--- config.mk ---
export PLATFORM = sky130hd
export DESIGN_NAME = xml_predefined_entity_expander
export DESIGN_NICKNAME = d
export VERILOG_FILES = /design/src/xpe_pkg.sv /design/src/xpe_match.sv /design/src/xpe_out.sv /design/src/xml_predefined_entity_expander.sv
export SDC_FILE = /design/constraint.sdc
export NUM_CORES = 1
export LEC_CHECK = 0
export BUFFER_PORTS_ARGS = -buffer_cell sky130_fd_sc_hd__buf_4
export CAP_MARGIN = 20
export CORE_ASPECT_RATIO = 1.75
export CORE_MARGIN = 5
export CORE_UTILIZATION = 30
export CTS_CLUSTER_DIAMETER = 120
export DETAILED_ROUTE_END_ITERATION = 10
export PLACE_DENSITY_LB_ADDON = 0.3
export SLEW_MARGIN = 15
export SYNTH_ARGS = -nofsm -noshare
export SYNTH_HDL_FRONTEND = slang
export SYNTH_SLANG_ARGS = --single-unit
--- constraint.sdc ---
create_clock -name i_clk -period 6.01 [get_ports i_clk]
set_clock_uncertainty 0.05 [all_clocks]
set_input_delay 1.202 -clock i_clk [delete_from_list [all_inputs] [get_ports i_clk]]
set_output_delay 1.202 -clock i_clk [all_outputs]
set_load 0.02 [all_outputs]
--- src/xpe_pkg.sv ---
`timescale 1ns / 1ps
// types, constants and entity tables shared by the predefined entity expander
// no dependencies

package xpe_pkg;

    localparam int ENT_COUNT = 5;
    localparam int BUF_DEPTH = 6;
    localparam int BUF_AW    = 3;
    localparam int OUT_W     = 16;

    typedef logic [7:0] t_ascii;

    localparam t_ascii C_AMP  = 8'h26;
    localparam t_ascii C_SEMI = 8'h3B;

    // entity names, first character in the lowest byte: lt gt amp apos quot
    localparam logic [3:0][7:0] ENT_NAME [ENT_COUNT] = '{
        {8'h00, 8'h00, 8'h74, 8'h6C},
        {8'h00, 8'h00, 8'h74, 8'h67},
        {8'h00, 8'h70, 8'h6D, 8'h61},
        {8'h73, 8'h6F, 8'h70, 8'h61},
        {8'h74, 8'h6F, 8'h75, 8'h71}
    };
    localparam logic [2:0] ENT_LEN [ENT_COUNT] = '{3'd2, 3'd2, 3'd3, 3'd4, 3'd4};
    localparam t_ascii ENT_VALUE [ENT_COUNT] = '{8'h3C, 8'h3E, 8'h26, 8'h27, 8'h22};

    typedef enum logic [1:0] {
        ST_IDLE,
        ST_PROC,
        ST_FLUSH,
        ST_FIN
    } t_state;

    typedef struct packed {
        logic [ENT_COUNT-1:0] cand;
        logic                 prefix;
        logic                 full;
        t_ascii               value;
    } t_match;

    typedef struct packed {
        logic             vld;
        logic [OUT_W-1:0] ch;
        logic             has;
    } t_emit;

    typedef struct packed {
        logic vld;
        logic done;
    } t_fin;

endpackage

--- src/xpe_match.sv ---
`timescale 1ns / 1ps
// shared compare unit: checks one character against all entity names at one position
// depends on xpe_pkg

module xpe_match import xpe_pkg::*; #(
    parameter int CHAR_WIDTH = 16
) (
    input  logic [CHAR_WIDTH-1:0] i_char,
    input  logic [2:0]            i_pos,
    input  logic [ENT_COUNT-1:0]  i_cand,
    output t_match                o_res
);

    logic is_semi;

    assign is_semi = (i_char == CHAR_WIDTH'(C_SEMI));

    always_comb begin
        o_res = '0;
        for (int e = 0; e < ENT_COUNT; e++) begin
            // still a candidate if the name has a character here and it matches
            o_res.cand[e] = i_cand[e] && (i_pos < ENT_LEN[e]) &&
                            (i_char == CHAR_WIDTH'(ENT_NAME[e][i_pos[1:0]]));
            if (i_cand[e] && (i_pos == ENT_LEN[e]) && is_semi) begin
                o_res.full  = 1'b1;
                o_res.value = o_res.value | ENT_VALUE[e];
            end
        end
        o_res.prefix = |o_res.cand;
    end

endmodule

--- src/xpe_out.sv ---
`timescale 1ns / 1ps
// result staging: one held result plus the output register, tags the last result of a request
// depends on xpe_pkg

module xpe_out import xpe_pkg::*; (
    input  logic             i_clk,
    input  logic             i_rst_n,
    input  t_emit            i_emit,
    input  t_fin             i_fin,
    output logic             o_ready,
    output logic             o_out_valid,
    input  logic             i_out_stall,
    output logic [OUT_W-1:0] o_out_char,
    output logic             o_has_char,
    output logic             o_run_last,
    output logic             o_value_done
);

    logic             r_hold_v;
    logic [OUT_W-1:0] r_hold_ch;
    logic             r_hold_has;
    logic             r_o_valid;
    logic [OUT_W-1:0] r_o_char;
    logic             r_o_has;
    logic             r_o_last;
    logic             r_o_done;
    logic             w_free;
    logic             w_push;

    assign w_free  = !r_o_valid || !i_out_stall;
    assign o_ready = !r_hold_v || w_free;
    // held result moves on once its successor or the end of the request is known and the output register is free
    assign w_push  = r_hold_v && w_free && (i_emit.vld || i_fin.vld);

    always_ff @(posedge i_clk) begin
        if (!i_rst_n) begin
            r_hold_v  <= 1'b0;
            r_o_valid <= 1'b0;
        end else begin
            if (w_push) begin
                r_o_valid <= 1'b1;
            end else if (w_free) begin
                r_o_valid <= 1'b0;
            end
            if (i_emit.vld && o_ready) begin
                r_hold_v <= 1'b1;
            end else if (i_fin.vld && o_ready) begin
                r_hold_v <= 1'b0;
            end
        end
    end

    always_ff @(posedge i_clk) begin
        if (w_push) begin
            r_o_char <= r_hold_ch;
            r_o_has  <= r_hold_has;
            r_o_last <= i_fin.vld;
            r_o_done <= i_fin.vld && i_fin.done;
        end
        if (i_emit.vld && o_ready) begin
            r_hold_ch  <= i_emit.ch;
            r_hold_has <= i_emit.has;
        end
    end

    assign o_out_valid  = r_o_valid;
    assign o_out_char   = r_o_char;
    assign o_has_char   = r_o_has;
    assign o_run_last   = r_o_last;
    assign o_value_done = r_o_done;

endmodule

--- src/xml_predefined_entity_expander.sv ---
`timescale 1ns / 1ps
// Expands &lt; &gt; &amp; &apos; &quot; in a character stream, one character per
// request. A small sequencer walks a six-entry character line (held entity run plus
// replayed characters) through one shared compare unit, one character per cycle while
// the output does not stall, and emits at most one result per cycle through a one-deep
// staging register. At the end of a value the flush emits each held character, or an
// end marker if the request emitted nothing else. The input is stalled while a
// request is in work.
// depends on xpe_pkg, xpe_match, xpe_out

module xml_predefined_entity_expander import xpe_pkg::*; #(
    parameter int CHAR_WIDTH = 16
) (
    input  logic                  i_clk,
    input  logic                  i_rst_n,
    input  logic                  i_in_valid,
    output logic                  o_in_stall,
    input  logic [CHAR_WIDTH-1:0] i_in_char,
    input  logic                  i_value_end,
    output logic                  o_out_valid,
    input  logic                  i_out_stall,
    output logic [OUT_W-1:0]      o_out_char,
    output logic                  o_has_char,
    output logic                  o_run_last,
    output logic                  o_value_done
);

    t_state                r_state;
    t_state                n_state;
    logic [CHAR_WIDTH-1:0] r_buf [BUF_DEPTH];
    logic [BUF_AW-1:0]     r_len;
    logic [BUF_AW-1:0]     n_len;
    logic [BUF_AW-1:0]     r_pcnt;
    logic [BUF_AW-1:0]     n_pcnt;
    logic [ENT_COUNT-1:0]  r_cand;
    logic [ENT_COUNT-1:0]  n_cand;
    logic                  r_any;
    logic                  n_any;
    logic                  r_end;

    logic                  w_accept;
    logic                  w_empty;
    logic                  w_ready;
    logic                  w_load;
    logic                  w_shift;
    logic                  w_cur_amp;
    logic [CHAR_WIDTH-1:0] w_cur;
    logic [OUT_W-1:0]      w_cur16;
    logic [OUT_W-1:0]      w_head16;
    t_match                w_match;
    t_emit                 w_emit;
    t_fin                  w_fin;

    assign o_in_stall = (r_state != ST_IDLE);
    assign w_accept   = i_in_valid && !o_in_stall;
    assign w_empty    = (r_pcnt == r_len);
    assign w_cur      = r_buf[r_pcnt];
    assign w_cur_amp  = (w_cur == CHAR_WIDTH'(C_AMP));

    generate
        if (CHAR_WIDTH >= OUT_W) begin : g_narrow
            assign w_cur16  = w_cur[OUT_W-1:0];
            assign w_head16 = r_buf[0][OUT_W-1:0];
        end else begin : g_widen
            assign w_cur16  = {{(OUT_W-CHAR_WIDTH){1'b0}}, w_cur};
            assign w_head16 = {{(OUT_W-CHAR_WIDTH){1'b0}}, r_buf[0]};
        end
    endgenerate

    xpe_match #(
        .CHAR_WIDTH (CHAR_WIDTH)
    ) u_match (
        .i_char (w_cur),
        .i_pos  (r_pcnt - 3'd1),
        .i_cand (r_cand),
        .o_res  (w_match)
    );

    xpe_out u_out (
        .i_clk        (i_clk),
        .i_rst_n      (i_rst_n),
        .i_emit       (w_emit),
        .i_fin        (w_fin),
        .o_ready      (w_ready),
        .o_out_valid  (o_out_valid),
        .i_out_stall  (i_out_stall),
        .o_out_char   (o_out_char),
        .o_has_char   (o_has_char),
        .o_run_last   (o_run_last),
        .o_value_done (o_value_done)
    );

    always_comb begin
        n_state = r_state;
        unique case (r_state)
            ST_IDLE: begin
                if (w_accept) begin
                    n_state = ST_PROC;
                end
            end
            ST_PROC: begin
                if (w_empty) begin
                    n_state = r_end ? ST_FLUSH : ST_FIN;
                end
            end
            ST_FLUSH: begin
                if ((r_pcnt == 3'd0) && (r_any || w_ready)) begin
                    n_state = ST_FIN;
                end
            end
            ST_FIN: begin
                if (w_ready) begin
                    n_state = ST_IDLE;
                end
            end
            default: n_state = ST_IDLE;
        endcase
    end

    always_comb begin
        w_emit  = '0;
        w_fin   = '0;
        w_load  = 1'b0;
        w_shift = 1'b0;
        n_len   = r_len;
        n_pcnt  = r_pcnt;
        n_cand  = r_cand;
        n_any   = r_any;
        unique case (r_state)
            ST_IDLE: begin
                if (w_accept) begin
                    w_load = 1'b1;
                    n_len  = r_len + 3'd1;
                    n_any  = 1'b0;
                end
            end
            ST_PROC: begin
                if (!w_empty) begin
                    if (r_pcnt == 3'd0) begin
                        if (w_cur_amp) begin
                            n_pcnt = 3'd1;
                            n_cand = '1;
                        end else begin
                            w_emit = '{vld: 1'b1, ch: w_cur16, has: 1'b1};
                            if (w_ready) begin
                                w_shift = 1'b1;
                                n_len   = r_len - 3'd1;
                                n_any   = 1'b1;
                            end
                        end
                    end else if (w_match.full) begin
                        // a completing semicolon is always the last character in the line
                        w_emit = '{vld: 1'b1, ch: {8'h00, w_match.value}, has: 1'b1};
                        if (w_ready) begin
                            n_len  = '0;
                            n_pcnt = '0;
                            n_any  = 1'b1;
                        end
                    end else if (w_match.prefix) begin
                        n_pcnt = r_pcnt + 3'd1;
                        n_cand = w_match.cand;
                    end else begin
                        // broken run: ampersand goes out literally, the rest is rescanned
                        w_emit = '{vld: 1'b1, ch: {8'h00, C_AMP}, has: 1'b1};
                        if (w_ready) begin
                            w_shift = 1'b1;
                            n_len   = r_len - 3'd1;
                            n_pcnt  = '0;
                            n_any   = 1'b1;
                        end
                    end
                end
            end
            ST_FLUSH: begin
                if (r_pcnt != 3'd0) begin
                    w_emit = '{vld: 1'b1, ch: w_head16, has: 1'b1};
                    if (w_ready) begin
                        w_shift = 1'b1;
                        n_len   = r_len - 3'd1;
                        n_pcnt  = r_pcnt - 3'd1;
                        n_any   = 1'b1;
                    end
                end else if (!r_any) begin
                    // end marker only
                    w_emit = '{vld: 1'b1, ch: '0, has: 1'b0};
                    if (w_ready) begin
                        n_any = 1'b1;
                    end
                end
            end
            ST_FIN: begin
                w_fin = '{vld: 1'b1, done: r_end};
            end
            default: begin
                w_fin = '0;
            end
        endcase
    end

    always_ff @(posedge i_clk) begin
        if (!i_rst_n) begin
            r_state <= ST_IDLE;
            r_len   <= '0;
            r_pcnt  <= '0;
            r_cand  <= '0;
            r_any   <= 1'b0;
            r_end   <= 1'b0;
        end else begin
            r_state <= n_state;
            r_len   <= n_len;
            r_pcnt  <= n_pcnt;
            r_cand  <= n_cand;
            r_any   <= n_any;
            if (w_accept) begin
                r_end <= i_value_end;
            end
        end
    end

    always_ff @(posedge i_clk) begin
        if (w_load) begin
            r_buf[r_len] <= i_in_char;
        end else if (w_shift) begin
            for (int i = 0; i < BUF_DEPTH - 1; i++) begin
                r_buf[i] <= r_buf[i+1];
            end
        end
    end

endmodule
Word level (Yosys, flattened, before mapping)
Memory sizes are Yosys's and may differ from the RTL's. A register that Yosys moved wholly into a read port is not among the register bits.
Index checks and enable logic that the tools add are counted.
{ "classes": {"add_sub_neg": 4, "magnitude_cmp": 4, "n_eq_ne": 27, "muxes": 87, "bitwise_logic": 1, "n_reduce_logical": 51} }
{ "ops": {"columns": ["operator", "n"], "rows": [
  ["18-bit two-way mux", 7],
  ["8-bit binary-select mux with 2-bit select", 5],
  ["16-bit by 8-bit equality test with 1-bit output", 5],
  ["3-bit two-way mux", 20],
  ["9-bit two-way mux", 5],
  ["8-bit two-way mux", 5],
  ["18-bit one-hot mux with 2 select lines", 1],
  ["16-bit by 6-bit equality test with 1-bit output (second input constant)", 2],
  ["1-bit two-way mux", 29],
  ["1-bit logical AND", 27],
  ["5-bit two-way mux", 4],
  ["16-bit two-way mux", 1],
  ["16-bit OR reduction", 1],
  ["5-bit AND reduction", 3],
  ["2-bit inequality test (second input constant)", 7],
  ["2-bit two-way mux", 5],
  ["2-bit nonzero test", 5],
  ["3-bit one-hot mux with 3 select lines", 1],
  ["2-bit one-hot mux with 4 select lines", 1],
  ["7-bit AND reduction", 1],
  ["3-bit by 1-bit adder with 3-bit output (second input constant)", 2],
  ["3-bit by 2-bit equality test with 1-bit output (second input constant)", 2],
  ["3-bit by 2-bit < comparator with 1-bit output (second input constant)", 2],
  ["3-bit inequality test (second input constant)", 2],
  ["21 further kinds", 31]
]} }
{ "word_totals": {"ff_bits": 53, "ram_bits": 96, "input_bits": 21, "output_inout_bits": 21, "word_cells": 189, "n_memories": 1} }
{ "mem_list": {"columns": ["memory", "words", "word_bits", "read_ports", "rd_clocked_by_memory_dff", "wr", "line", "source"], "rows": [
  ["r_buf", 6, 16, 7, 1, 5, "xml_predefined_entity_expander.sv:30", "logic [CHAR_WIDTH-1:0] r_buf [BUF_DEPTH];"]
]} }

Longest topological paths before layout
{ "logic_depth": {"ltp_word": 18, "ltp_mapped": 14, "depth_no_buf": 10} }

Modules after synthesis
A second synthesis with hierarchy kept.
{ "unflattened": {"hier_cells": 647, "area_unflattened_um2": 8899.8} }
{ "modules_own_cells": {"columns": ["module", "instances", "cells_per_inst", "area_per_inst_um2", "seq_area_each_um2"], "rows": [
  ["xml_predefined_entity_expander", 1, 521, 7236.9, 4204.0],
  ["xpe_out", 1, 48, 1174.9, 1121.1],
  ["xpe_match", 1, 78, 488.0, 0.0]
]} }

Worst setup path after synthesis
Ideal clock, no wire load.
{ "synth_path": {"path_kind": "reg2reg", "from": "register with a tool-made name", "to": "register u_out.r_hold_ch[0], enable pin", "setup_time_ns": 0.413, "arrival_ns": 3.830, "required_time_ns": 5.547, "slack_ns": 1.718, "path_stages_with_launch": 13, "n_path_buf": 3, "cell_sequence": "dfxtp_1 clkbuf_1 buf_2 buf_2 mux4_2 mux2_2 and3_1 mux2i_1 nor4b_2 o21ba_2 nor3_1 nor2_1 nor3_1"} }
{ "synth_rtl": {"columns": ["element", "line", "source"], "rows": [
  ["end signal, assigned", "xpe_out.sv:61", "r_hold_ch <= i_emit.ch;"],
  ["end, declared", "xpe_out.sv:20", "logic [OUT_W-1:0] r_hold_ch;"]
]} }

==> metrics.cfg <==
[synthesis]
yosysWarnings=0
synth_cell_types=66
synthArstFlopShare=0
synth_ff_type=edfxtp_1
syn_avg_cell_area_um2=13.9
synth_edf_count=164
synth.cell_area_um2=9310
ys_ff_latch=184
syn-num-nets=705
ys_seq_area_frac=0.572
syn-instance-count=669

[global_route]
grt_start_max_net_pins=86
grt_overflow_total=0
grt_pass1_wl_um=35600
grtUsageTotal=0.135
grt_pass1_vias=6113
antenna_found_initial=0

[layout]
final_cell_mix=edfxtp_1 (164), buf_4 (56), mux2_2 (48)
drive_above_1_share=0.251
syn2layout_area_growth_pct=14.7
layout.cells.most_common=edfxtp_1
nets=744
fin_util=0.347
n_antenna_cell=0

[sta]
period_share=0.782
rsz0062_at_grt=no
min_period_ns=4.70
timing.fmax_ghz=0.213
finalMaxSlewViolations=0
setup_tns_ns=0
worst_slew_pin_slew_ns=0.876
setup-violations-final=0
slew_headroom=0.415
finalHoldViolCount=0
setup_ws_ns=1.31

[drt]
drc=0
wl_um=23000
via_per_inst=5.19
routedWlPerCell_um=20.7
via_count=5766
drt-pass1-iter-count=5
postRouteAntennaNets=0
drtIter0Drc=482

[clocking]
root_buffer=clkbuf_16
postCtsHoldBufs=0
cts_max_path_buffers=2
cts_resized=0
cts_tree=built
cts_setup_buffers=0
clk_latency_ns=0.45
path_clk_slew_ns=0.08
htree_levels=4
cts_buffers=17
cts_sinks=184

[die]
core_region_area_um2=30700
die_area_um2=34800
fp.dieH_um=243
chipWidth_um=143
ios=42
rows=85
initial_core_util=0.303

[power]
peakVddDrop_mv=0.210
power_leakage_nw=3.45
power.density_nw_per_um2=373

[setup_path]
cp.required_ns=6.16
cp.arrival_ns=4.85
crit_fanout=85
worstSetupStartpointType=flop
end_kind=flop
worstSetupPathType=reg2reg
rrSetupSlack_ns=1.31

[flow_run]
drv_cap=0

[placement]
dpl.hpwl_um=16500
pre_cts_slack_ns=1.29
gp_congestion=0.871
portBuffers=41

[status]
status=finished, final reports clean

[hold_path]
hold_class=reg2reg

## logic make-up (layout without fill, tap and decap cells)
kind of cell,after synthesis,in the layout,synth area share
flops,184,184,0.572
simple gates,147,147,0.0785
mux,144,144,0.200
compound gates,117,117,0.0876
buf+inv,51,103,0.0317
fa+ha+maj,15,15,0.0202
xor+xnor,11,11,0.0104
## power breakdown
group	internal [mW]	switching [mW]	leakage [nW]
clock	0.604	0.566	0.299
combinational	0.397	0.644	1.50
sequential	1.65	0.113	1.65
## layout make-up
cell class | count | area (um^2)
clock inverters | 15 | 196
repair buffers | 57 | 440
fillers | 2968 | 20100
well taps | 391 | 489
multi-input cells | 434 | 3740
flip-flops and latches | 184 | 5330
inverters | 14 | 52.6
clock buffers | 17 | 425
## cell usage after synthesis, types with 14 or more instances
cell type	number	area [um^2]
edfxtp_1	164	4920
a21oi_1	31	155
nand2_1	45	169
mux4_2	24	541
dfxtp_1	20	400
inv_1	14	52.6
a22oi_1	15	113
ha_1	15	188
nand3_1	18	90.1
mux2_1	45	507
o21ai_0	21	105
nor2_1	29	109
mux2i_1	27	270
mux2_2	48	541
clkbuf_1	20	75.1
## path summary, 6_finish.rpt
| path | from | end | cells past startpoint |
|---|---|---|---|
| min reg2reg | u_out.r_hold_ch[12] | u_out.o_out_char[12] | 0 |
| min | u_out.r_hold_ch[12] | u_out.o_out_char[12] | 0 |
| max reg2reg | flop | r_buf[0][1] | 12 |
| max | flop | r_buf[0][1] | 12 |
## per-stage QoR
step           hold slack [ns]  total power, mW  std cells  instance area [um^2]
5_1_grt                  0.381             4.17       1112                 10700
3_3_place_gp             0.351             2.83       1080                 10100
3_5_place_dp             0.355             2.84       1080                 10100
2_1_floorplan            0.350             2.50        669                  9310
6_report                 0.371             3.98       1112                 10700
4_1_cts                  0.372             4.02       1112                 10700
## critical path: stages, from the launching register on
cell and delay (ns):
dfxtp_2 0.62, buf_4 0.40, mux4_2 0.55, or3_1 0.33
a2111oi_2 0.55, and2b_1 0.29, nand3_1 0.18, a31oi_4 0.25
nor2_1 0.11, a21oi_4 0.18, buf_12 0.40, o31ai_4 0.22
buf_4 0.25
## state kept, by name, summed over array words and instances, names as in the netlist, 2 cells and up, named ones only
name	cells
r_cand	5
r_state	2
r_len	3
r_buf	128
u_out.r_hold_ch	16
u_out.o_out_char	16
r_pcnt	3
## metal layers
| layer | vias up | track usage | part of all wire |
|---|---|---|---|
| li1 | 2683 | - | - |
| met1 | 2894 | 0.143 | 0.38 |
| met2 | 139 | 0.250 | 0.55 |
| met3 | 50 | 0.0286 | 0.034 |
| met4 | 0 | 0.0616 | 0.037 |
| met5 | - | 0 | 0 |
(Power assumes the default switching activity.)
